`config.mk`:
```
export PLATFORM = sky130hd
export DESIGN_NAME = configurable_crc32_engine
export DESIGN_NICKNAME = d
export VERILOG_FILES = /design/src/hw/rtl/cce_pkg.sv /design/src/hw/rtl/configurable_crc32_engine.sv /design/src/hw/rtl/cce_csr.sv /design/src/hw/rtl/cce_ctrl.sv /design/src/hw/rtl/cce_datapath.sv
export SDC_FILE = /design/constraint.sdc
export NUM_CORES = 1
export LEC_CHECK = 0
export BUFFER_PORTS_ARGS = -buffer_cell sky130_fd_sc_hd__buf_4
export CORE_ASPECT_RATIO = 1.75
export CORE_MARGIN = 1
export CORE_UTILIZATION = 35
export CTS_CLUSTER_SIZE = 14
export DETAILED_ROUTE_END_ITERATION = 8
export PLACE_DENSITY = 0.52
export SLEW_MARGIN = 0
export SYNTH_ARGS = -nofsm -noshare
export SYNTH_HDL_FRONTEND = slang
export SYNTH_SLANG_ARGS = --single-unit
```
`constraint.sdc`:
```
create_clock -name clock -period 9.3 [get_ports clock]
set_clock_uncertainty 0.15 [all_clocks]
set_input_delay 0 -clock clock [delete_from_list [all_inputs] [get_ports clock]]
set_output_delay 0 -clock clock [all_outputs]
set_load 0.02 [all_outputs]
```
`src/hw/rtl/cce_pkg.sv`:
```
// ----------------------------------------------------------------------------
// cce_pkg
// shared types, register indexes and crc helper functions for the crc engine
// ----------------------------------------------------------------------------
package cce_pkg;

   localparam int CSR_INDEX_BITS = 3;
   localparam int CSR_DATA_BITS  = 32;

   localparam logic [CSR_INDEX_BITS-1:0] CSR_POLYNOMIAL    = 3'd0;
   localparam logic [CSR_INDEX_BITS-1:0] CSR_REFLECT_IN    = 3'd1;
   localparam logic [CSR_INDEX_BITS-1:0] CSR_REFLECT_OUT   = 3'd2;
   localparam logic [CSR_INDEX_BITS-1:0] CSR_START_VALUE   = 3'd3;
   localparam logic [CSR_INDEX_BITS-1:0] CSR_XOR_OUT       = 3'd4;
   localparam logic [CSR_INDEX_BITS-1:0] CSR_APPEND_LENGTH = 3'd5;

   localparam logic [31:0] POLYNOMIAL_RESET  = 32'h04C1_1DB7;
   localparam logic [31:0] START_VALUE_RESET = 32'hFFFF_FFFF;
   localparam logic [31:0] XOR_OUT_RESET     = 32'hFFFF_FFFF;

   localparam logic ACTION_DATA   = 1'b0;
   localparam logic ACTION_FINISH = 1'b1;

   typedef struct packed {
      logic [31:0] polynomial;
      logic        reflect_in;
      logic        reflect_out;
      logic [31:0] start_value;
      logic [31:0] xor_out;
      logic        append_length;
   } cfg_type;

   typedef struct packed {
      logic absorb;      // fold one byte into the crc register
      logic sel_length;  // byte comes from the length shifter
      logic count_inc;   // saturating byte count increment
      logic len_load;    // load length shifter from byte count
      logic len_shift;   // drop the low length byte
      logic emit;        // load result register and restart message
   } cmd_type;

   typedef struct packed {
      logic count_zero;
      logic len_last;
      logic out_free;
   } status_type;

   function automatic logic [7:0] bit_rev8(input logic [7:0] v);
      logic [7:0] r;
      for (int i = 0; i < 8; i++) begin
         r[i] = v[7-i];
      end
      return r;
   endfunction

   function automatic logic [31:0] bit_rev32(input logic [31:0] v);
      logic [31:0] r;
      for (int i = 0; i < 32; i++) begin
         r[i] = v[31-i];
      end
      return r;
   endfunction

   function automatic logic [31:0] crc_byte(input logic [31:0] crc,
                                            input logic [7:0]  data,
                                            input logic [31:0] rpoly,
                                            input logic        refl_in);
      logic [7:0]  b;
      logic [31:0] c;
      b = refl_in ? data : bit_rev8(data);
      c = crc ^ {24'h0, b};
      for (int i = 0; i < 8; i++) begin
         c = {1'b0, c[31:1]} ^ (c[0] ? rpoly : 32'h0);
      end
      return c;
   endfunction

endpackage

```
`src/hw/rtl/configurable_crc32_engine.sv`:
```
// ----------------------------------------------------------------------------
// configurable_crc32_engine
// rocksoft-style crc-32 over a byte stream with optional cksum length suffix
// ----------------------------------------------------------------------------
// A data transaction is absorbed in the cycle it is accepted, so bytes stream in
// at one per cycle. A finish holds the request side while the significant bytes
// of the byte count go in when length append is on (at most ceil(LENGTH_BITS/8)),
// one byte per cycle through the single byte-wide crc update, and while the
// result is emitted, which waits only while the previous result still sits
// unaccepted in the output register. Data for the next message is accepted while
// a result waits. Configuration writes must come while idle (not enforced).
module configurable_crc32_engine
   import cce_pkg::*;
#(
   parameter int LENGTH_BITS = 64
)
(
   input  logic                      clock,
   input  logic                      reset,
   input  logic                      req_valid,
   output logic                      req_stall,
   input  logic                      req_action,
   input  logic [7:0]                req_data_byte,
   output logic                      rsp_valid,
   input  logic                      rsp_stall,
   output logic [31:0]               rsp_crc_value,
   output logic [63:0]               rsp_byte_count,
   input  logic                      csr_we,
   input  logic [CSR_INDEX_BITS-1:0] csr_index,
   input  logic [CSR_DATA_BITS-1:0]  csr_wdata
);

   cfg_type    cfg;
   cmd_type    cmd;
   status_type status;
   logic       start_wr;

   cce_csr u_csr (
      .clock     (clock),
      .reset     (reset),
      .csr_we    (csr_we),
      .csr_index (csr_index),
      .csr_wdata (csr_wdata),
      .cfg       (cfg),
      .start_wr  (start_wr)
   );

   cce_ctrl u_ctrl (
      .clock         (clock),
      .reset         (reset),
      .req_valid     (req_valid),
      .req_action    (req_action),
      .req_stall     (req_stall),
      .append_length (cfg.append_length),
      .status        (status),
      .cmd           (cmd)
   );

   cce_datapath #(
      .LENGTH_BITS (LENGTH_BITS)
   ) u_datapath (
      .clock          (clock),
      .reset          (reset),
      .req_data_byte  (req_data_byte),
      .cfg            (cfg),
      .start_wr       (start_wr),
      .start_data     (csr_wdata),
      .cmd            (cmd),
      .status         (status),
      .rsp_valid      (rsp_valid),
      .rsp_stall      (rsp_stall),
      .rsp_crc_value  (rsp_crc_value),
      .rsp_byte_count (rsp_byte_count)
   );

endmodule

```
`src/hw/rtl/cce_csr.sv`:
```
// ----------------------------------------------------------------------------
// cce_csr
// configuration registers of the crc engine, written through a plain port
// ----------------------------------------------------------------------------
module cce_csr
   import cce_pkg::*;
(
   input  logic                      clock,
   input  logic                      reset,
   input  logic                      csr_we,
   input  logic [CSR_INDEX_BITS-1:0] csr_index,
   input  logic [CSR_DATA_BITS-1:0]  csr_wdata,
   output cfg_type                   cfg,
   output logic                      start_wr
);

   cfg_type cfg_ff;
   cfg_type cfg_in;

   always_comb begin
      cfg_in = cfg_ff;
      if (csr_we) begin
         unique case (csr_index)
            CSR_POLYNOMIAL:    cfg_in.polynomial    = csr_wdata;
            CSR_REFLECT_IN:    cfg_in.reflect_in    = csr_wdata[0];
            CSR_REFLECT_OUT:   cfg_in.reflect_out   = csr_wdata[0];
            CSR_START_VALUE:   cfg_in.start_value   = csr_wdata;
            CSR_XOR_OUT:       cfg_in.xor_out       = csr_wdata;
            CSR_APPEND_LENGTH: cfg_in.append_length = csr_wdata[0];
            default:           cfg_in = cfg_ff;
         endcase
      end
   end

   always_ff @(posedge clock) begin
      if (reset) begin
         cfg_ff.polynomial    <= POLYNOMIAL_RESET;
         cfg_ff.reflect_in    <= 1'b1;
         cfg_ff.reflect_out   <= 1'b1;
         cfg_ff.start_value   <= START_VALUE_RESET;
         cfg_ff.xor_out       <= XOR_OUT_RESET;
         cfg_ff.append_length <= 1'b0;
      end else begin
         cfg_ff <= cfg_in;
      end
   end

   assign cfg      = cfg_ff;
   assign start_wr = csr_we && (csr_index == CSR_START_VALUE);

endmodule

```
`src/hw/rtl/cce_ctrl.sv`:
```
// ----------------------------------------------------------------------------
// cce_ctrl
// sequencer for data bytes, length suffix and result hand-off
// ----------------------------------------------------------------------------
module cce_ctrl
   import cce_pkg::*;
(
   input  logic       clock,
   input  logic       reset,
   input  logic       req_valid,
   input  logic       req_action,
   output logic       req_stall,
   input  logic       append_length,
   input  status_type status,
   output cmd_type    cmd
);

   localparam logic [1:0] ST_RUN    = 2'd0;
   localparam logic [1:0] ST_APPEND = 2'd1;
   localparam logic [1:0] ST_EMIT   = 2'd2;

   logic [1:0] state_ff;
   logic [1:0] state_in;

   always_comb begin
      state_in  = state_ff;
      cmd       = '0;
      req_stall = 1'b1;
      unique case (state_ff)
         ST_RUN: begin
            req_stall = 1'b0;
            if (req_valid) begin
               if (req_action == ACTION_DATA) begin
                  cmd.absorb    = 1'b1;
                  cmd.count_inc = 1'b1;
               end else if (append_length && !status.count_zero) begin
                  cmd.len_load = 1'b1;
                  state_in     = ST_APPEND;
               end else begin
                  state_in = ST_EMIT;
               end
            end
         end
         ST_APPEND: begin
            cmd.absorb     = 1'b1;
            cmd.sel_length = 1'b1;
            cmd.len_shift  = 1'b1;
            if (status.len_last) begin
               state_in = ST_EMIT;
            end
         end
         ST_EMIT: begin
            if (status.out_free) begin
               cmd.emit = 1'b1;
               state_in = ST_RUN;
            end
         end
         default: state_in = ST_RUN;
      endcase
   end

   always_ff @(posedge clock) begin
      if (reset) begin
         state_ff <= ST_RUN;
      end else begin
         state_ff <= state_in;
      end
   end

endmodule

```
`src/hw/rtl/cce_datapath.sv`:
```
// ----------------------------------------------------------------------------
// cce_datapath
// crc register, byte counter, length shifter and result register
// ----------------------------------------------------------------------------
module cce_datapath
   import cce_pkg::*;
#(
   parameter int LENGTH_BITS = 64
)
(
   input  logic        clock,
   input  logic        reset,
   input  logic [7:0]  req_data_byte,
   input  cfg_type     cfg,
   input  logic        start_wr,
   input  logic [31:0] start_data,
   input  cmd_type     cmd,
   output status_type  status,
   output logic        rsp_valid,
   input  logic        rsp_stall,
   output logic [31:0] rsp_crc_value,
   output logic [63:0] rsp_byte_count
);

   logic [31:0]            crc_ff;
   logic [31:0]            crc_in;
   logic [LENGTH_BITS-1:0] count_ff;
   logic [LENGTH_BITS-1:0] count_in;
   logic [LENGTH_BITS-1:0] len_ff;
   logic [LENGTH_BITS-1:0] len_in;
   logic                   rsp_valid_ff;
   logic                   rsp_valid_in;
   logic [31:0]            rsp_crc_ff;
   logic [31:0]            rsp_crc_in;
   logic [63:0]            rsp_count_ff;
   logic [63:0]            rsp_count_in;
   logic [7:0]             byte_sel;
   logic [31:0]            crc_final;

   assign byte_sel  = cmd.sel_length ? len_ff[7:0] : req_data_byte;
   assign crc_final = cfg.reflect_out ? (crc_ff ^ cfg.xor_out)
                                      : bit_rev32(crc_ff ^ cfg.xor_out);

   always_comb begin
      crc_in       = crc_ff;
      count_in     = count_ff;
      len_in       = len_ff;
      rsp_crc_in   = rsp_crc_ff;
      rsp_count_in = rsp_count_ff;
      rsp_valid_in = rsp_valid_ff && rsp_stall;
      if (cmd.absorb) begin
         crc_in = crc_byte(crc_ff, byte_sel, bit_rev32(cfg.polynomial), cfg.reflect_in);
      end
      if (cmd.count_inc && (count_ff != '1)) begin
         count_in = count_ff + 1'b1;
      end
      if (cmd.len_load) begin
         len_in = count_ff;
      end else if (cmd.len_shift) begin
         len_in = len_ff >> 8;
      end
      if (cmd.emit) begin
         rsp_crc_in   = crc_final;
         rsp_count_in = 64'(count_ff);
         rsp_valid_in = 1'b1;
         crc_in       = cfg.start_value;
         count_in     = '0;
      end
      if (start_wr && (count_ff == '0)) begin
         crc_in = start_data;
      end
   end

   always_ff @(posedge clock) begin
      if (reset) begin
         crc_ff       <= START_VALUE_RESET;
         count_ff     <= '0;
         rsp_valid_ff <= 1'b0;
      end else begin
         crc_ff       <= crc_in;
         count_ff     <= count_in;
         rsp_valid_ff <= rsp_valid_in;
      end
   end

   always_ff @(posedge clock) begin
      len_ff       <= len_in;
      rsp_crc_ff   <= rsp_crc_in;
      rsp_count_ff <= rsp_count_in;
   end

   assign status.count_zero = (count_ff == '0);
   assign status.len_last   = (len_ff[LENGTH_BITS-1:8] == '0);
   assign status.out_free   = !rsp_valid_ff || !rsp_stall;

   assign rsp_valid      = rsp_valid_ff;
   assign rsp_crc_value  = rsp_crc_ff;
   assign rsp_byte_count = rsp_count_ff;

endmodule
```
# Word-level counts from Yosys, hierarchy flattened
# Cells that the tools add are included.
# Widths: inputs -> output; s select.
# word_totals
wordCells,93
output_inout_bits,98
reg_bits,358
inputBits,49
# op_classes
n_reduce_logical,23
n_mux,34
eq_ne,12
add_sub_neg,1
bitwise,10
# ops
operator,count
$mux 32,12
$xor 31x32->32,8
$mux 64,2
$add 64x1->64 const B,1
$logic_not 64->1,1
$ne 64x64->1 const B,1
$logic_not 56->1,1
$xor 32x32->32,1
$xor 32x8->32,1
$mux 8,2
$mux 2,7
$reduce_and 2->1,6
$mux 1,9
$ne 2x2->1 const B,4
$eq 3x2->1 const B,2
$eq 3x3->1 const B,2
$pmux 2 s3,1
$logic_and 1x1->1,5
$reduce_and 4->1,1
$eq 3x1->1 const B,1
$logic_not 1->1,3
$logic_not 3->1,1
$reduce_bool 3->1,1
$eq 2x1->1 const B,1
other kinds (6),6

# Depth between registers and ports, before layout
# logic_depth
depth_word,24
mapped_depth,19
mapped_depth_nobuf,14

# Hierarchy
# Synthesis repeated with hierarchy kept, for this count alone.
# unflattened
hier_cells,1973
area_unflattened_um2,19610.1
# by_module_without_submodules
mod,cells_each,instances,seq_area_each_um2,area_each_um2
cce_datapath,1571,1,6746.5,15582.4
cce_csr,382,1,1981.9,3866.2
cce_ctrl,20,1,40.0,161.4

# Least setup slack after synthesis
# OpenSTA, ideal clock, no wires.
# synth_timing
kind,register to register
from,reg u_ctrl.state_ff[0]
to,reg u_datapath.crc_ff[28]
stages_incl_launch_ff,9
setup_ps,74
path_buffers,2
required_time_ps,9076
period_less_slack_ps,4629
setup_slack_ps,4671
t_arrival_ps,4405
path_cell_list,dfxtp_1 > nand2b_1 > a21oi_1 > clkbuf_1 > clkbuf_1 > a22oi_1 > nor2_1 > a211oi_1 > o21ai_0
# synth_rtl
element,line,rtl
start: declaration,cce_ctrl.sv:22,logic [1:0] state_ff;
start signal: assignment,cce_ctrl.sv:66,state_ff <= state_in;
end signal: assignment,cce_datapath.sv:80,crc_ff <= crc_in;
end: declaration,cce_datapath.sv:25,logic [31:0] crc_ff;

# Worst setup path after layout
# layout_timing
from,reg u_ctrl.state_ff[1]
to,reg u_datapath.crc_ff[21]
# layout_via
elab_chain_cells,24
elab_cells_between_ends,29
cone_classes,eq/ne (2); mux (16); bitwise (9); reduce/logical (2)
# layout_rtl
element,line,rtl
$eq 2x1->1,cce_ctrl.sv:29,unique case (state_ff)
$mux 1,cce_ctrl.sv:29,
$mux 8,cce_datapath.sv:40,assign byte_sel = cmd.sel_length ? len_ff[7:0] : req_data_byte;
$mux 8,cce_pkg.sv:70,b = refl_in ? data : bit_rev8(data);
$xor 32x8->32,cce_pkg.sv:71,"c = crc ^ {24'h0, b};"
$mux 32,cce_pkg.sv:73,"c = {1'b0, c[31:1]} ^ (c[0] ? rpoly : 32'h0);"
$xor 31x32->32,cce_pkg.sv:73,
$mux 32,cce_pkg.sv:73,
[... 8 more ...],n/a,
$xor 31x32->32,cce_pkg.sv:73,
$mux 32,cce_pkg.sv:73,
$xor 31x32->32,cce_pkg.sv:73,
$mux 32,cce_pkg.sv:73,
$xor 31x32->32,cce_pkg.sv:73,
$mux 32,cce_datapath.sv:51,if (cmd.absorb) begin
$mux 32,cce_datapath.sv:62,if (cmd.emit) begin
$mux 32,cce_datapath.sv:69,if (start_wr && (count_ff == '0)) begin
# Parallel ways exist; a longest one is shown, timed or not. The select of a mux whose other input is x is not followed.
# A chain may end at the register's enable or synchronous reset.

==> flow_metrics.env <==
export IMPL_outcome="complete, no violations"
export IMPL_core_region_area_mm2=0.0535
export IMPL_grt_max_degree=133
export IMPL_gp_congestion=0.893
export IMPL_syn_area_mm2=0.0190
export IMPL_worst_pin_slew_ns=1.07
export IMPL_yosysWarnings=0
export IMPL_met1_usage_pct=21.4
export IMPL_cap_viol_max_count=0
export IMPL_dp_cells=2715
export IMPL_portBuffers=146
export IMPL_die_y_um=311
export IMPL_pre_cts_ws_ns=2.71
export IMPL_grt_pass1_vias=15200
export IMPL_vias=14800
export IMPL_crit_required_ns=9.59
export IMPL_syn_inst=1991
export IMPL_hold_class="in2reg"
export IMPL_min_period_ns=6.55
export IMPL_drc=0
export IMPL_crit_path_max_fanout=29
export IMPL_period_share_pct=70.4
export IMPL_rsz0062_at_grt="false"
export IMPL_die_area_mm2=0.0554
export IMPL_clock_sinks=358
export IMPL_hold_slack_ns=0.0850
export IMPL_ant_nets=0
export IMPL_wire_per_inst_um=22.2
export IMPL_slowest_stage="xnor2_4"
export IMPL_htreeDepth=2
export IMPL_cts_root_buf="clkbuf_16"
export IMPL_gr_max_usage_layer="met2"
export IMPL_critPathBufInv=2
export IMPL_fmax_mhz=153
export IMPL_track_usage_pct=22.7
export IMPL_ys_types=75
export IMPL_ys_seq_elements=358
export IMPL_setup_viol=0
export IMPL_finalMaxSlewViolations=0
export IMPL_antenna_found_initial=1
export IMPL_worstSetupPathType="reg2reg"
export IMPL_gr_total_overflow=0
export IMPL_cts_buffers=39
export IMPL_hpwl_um=45900
export IMPL_vias_per_cell=5.25
export IMPL_use_met2_pct=44.2
export IMPL_rr_endpoint="u_datapath.crc_ff[21]"
export IMPL_fin_nets=2167
export IMPL_drt_iter0_markers=892
export IMPL_crit_start="u_ctrl.state_ff[1]"
export IMPL_hold_viol_final=0
export IMPL_r2r_cells=16
export IMPL_min_to="u_csr.cfg[78]"
export IMPL_std_cell_rows=112
export IMPL_dpl_cell_area_mm2=0.0207
export IMPL_initial_core_util_pct=35.6
export IMPL_synth_ff_type="dfxtp_1"
export IMPL_ys_seq_area_share_pct=46.1
export IMPL_slew_headroom_pct=27.8
export IMPL_clock_latency_ns=0.56
export IMPL_clockBufferDepth=3
export IMPL_pin_count=147
export IMPL_synth_fp_nets=2042
export IMPL_synth_edff_count=160
export IMPL_synth_top_area_share_pct=25.2
export IMPL_layout_drive_gt1_share_pct=16.3
export IMPL_grt_pass1_wl_um=93700
export IMPL_synthArstFlopShare_pct=0
export IMPL_min_from="csr_wdata[11]"
export IMPL_firstDrtPassIters=5
export IMPL_hold_depth=3
export IMPL_synthTopCellsByCount="401 x nand2_1, 198 x dfxtp_1, 190 x xnor2_1"
export IMPL_synth_area_top_cells="edfxtp_1 25%, dfxtp_1 21%, xnor2_1 8.7%, nand2_1 7.9%, xor2_1 3.9%"
export IMPL_crit_chain="nand2b_1, mux4_2, xnor2_2, o22ai_1, nor4_4, o21ai_0, xnor2_2, buf_4, nand2_1, xnor2_1, xnor3_1, xnor2_4, buf_4, nor2_2, xnor3_1, a211o_1"
export IMPL_n_fill_cell=5230
export IMPL_cts_tree="built"
export IMPL_fin_cells=2830
export IMPL_grt_use_met3_pct=3.11
export IMPL_crit_path_end_kind="flip-flop"
export IMPL_p_per_area_mw_per_mm2=220
export IMPL_clk_pin_slew_worst_paths_ns=0.06
export IMPL_cts_resized=0
export IMPL_power_leakage_nw=8.66
export IMPL_cp_start_kind="flip-flop"
export IMPL_setup_tns_ns=0
export IMPL_syn_area_per_cell_um2=9.56
export IMPL_critPathTopFamily="XOR/XNOR gates"
export IMPL_fin_area_mm2=0.0224
export IMPL_drt_wl_total_um=62800
export IMPL_synth_top_area_cell="edfxtp_1"
export IMPL_arrival_ns=6.84
export IMPL_syn_to_final_growth_pct=17.6
export IMPL_die_x_um=178
export IMPL_yosysMostFrequentCell="nand2_1"
export IMPL_timing_final_ws_setup_ns=2.75
export IMPL_peakVddDrop_mv=0.148
export IMPL_r2r_start="u_ctrl.state_ff[1]"
export IMPL_slowest_delay_ns=0.81
export IMPL_rrSetupSlack_ns=2.75
-- metrics by stage --
step / util, % / power, mW
2_1_floorplan: - / 3.02
3_3_place_gp: 38.6 / 3.35
5_1_grt: 41.8 / 5.13
3_5_place_dp: 38.6 / 3.38
4_1_cts: 41.8 / 4.96
6_report: 41.8 / 4.92
-- logic make-up (layout without fill, tap and decap cells) --
group	count (synthesis)	in the layout	synth area share, %
compound gates	235	235	8.18
xor+xnor	314	314	17.1
fa+ha+maj	2	2	0.131
buf+inv	168	322	3.75
flops	358	358	46.1
mux	71	71	4.52
other cells	0	1	0
simple gates	843	843	20.3
-- worst register-to-register path, delay by kind of cell (launching register included) --
kind / cells / cell delay (ns)
AOI/OAI and AO/OA: 3 / 0.88
DFF: 1 / 0.45
xor gates and xnor gates: 6 / 2.54
muxes: 1 / 0.64
buffers and inverters: 2 / 0.71
and+or+nand+nor: 4 / 1.07
-- registers in the layout, summed over array words and instances, names as in the netlist --
name                       flops
u_datapath.rsp_crc_value      32
u_datapath.count_ff           64
u_ctrl.state_ff                2
u_datapath.len_ff             64
u_datapath.rsp_byte_count     64
u_datapath.rsp_valid           1
u_csr.cfg                     99
u_datapath.crc_ff             32
-- layout by cell type (no fill, tap or decap), types with 12 or more instances in the layout --
| cell | n |
|---|---|
| and2_1 | 13 |
| nor2_1 | 179 |
| and3_1 | 13 |
| xor2_1 | 84 |
| dlygate4sd3_1 | 44 |
| nand3b_1 | 27 |
| xnor3_1 | 33 |
| o21ai_0 | 44 |
| nand2_1 | 401 |
| edfxtp_1 | 160 |
| o211ai_1 | 12 |
| nor2_2 | 18 |
| a21oi_1 | 69 |
| dfxtp_1 | 198 |
| nor4_1 | 31 |
| mux2_2 | 56 |
| nor3_1 | 12 |
| a22oi_1 | 31 |
| nand4_1 | 24 |
| a211oi_1 | 17 |
| xnor2_1 | 188 |
| nand3_1 | 70 |
| inv_1 | 37 |
| a211o_1 | 30 |
| buf_4 | 169 |
| clkbuf_16 | 41 |
-- per-layer routing --
metal	vias up	part of all wire, %
met5	-	0
met4	0	7.2
met3	139	3.9
met1	7236	33
li1	7068	-
met2	406	56
-- worst max-delay path by stage --
stage | endpoint | depth (start not counted)
after floorplan | u_datapath.crc_ff[28] | 8
after global placement | u_datapath.crc_ff[25] | 16
after detailed placement | u_datapath.crc_ff[20] | 16
after CTS | u_datapath.crc_ff[21] | 16
after global routing | u_datapath.crc_ff[20] | 16
final | u_datapath.crc_ff[21] | 16
-- area by class of cell --
cell class / count / area [um2] / area share, %
multi-input cells: 1465 / 9630 / 43.0
flip-flops and latches: 358 / 8770 / 39.1
repair buffers: 214 / 1730 / 7.72
clock buffers: 55 / 1140 / 5.08
well taps: 684 / 856 / 3.82
inverters: 38 / 143 / 0.637
clock inverters: 15 / 130 / 0.581
diodes: 1 / 2.50 / 0.0112
-- what timing repair did --
item	in CTS	in global routing
endpoints found under the hold margin	137	0
hold buffers	44	0
setup buffers	0	0
-- report_power, final --
part | total (mW) | internal, mW | switching [mW]
registers | 1.78 | 1.70 | 0.0805
logic | 1.58 | 0.793 | 0.789
clock network | 1.56 | 0.887 | 0.669
No activity file was read; power rests on OpenSTA's default activity.
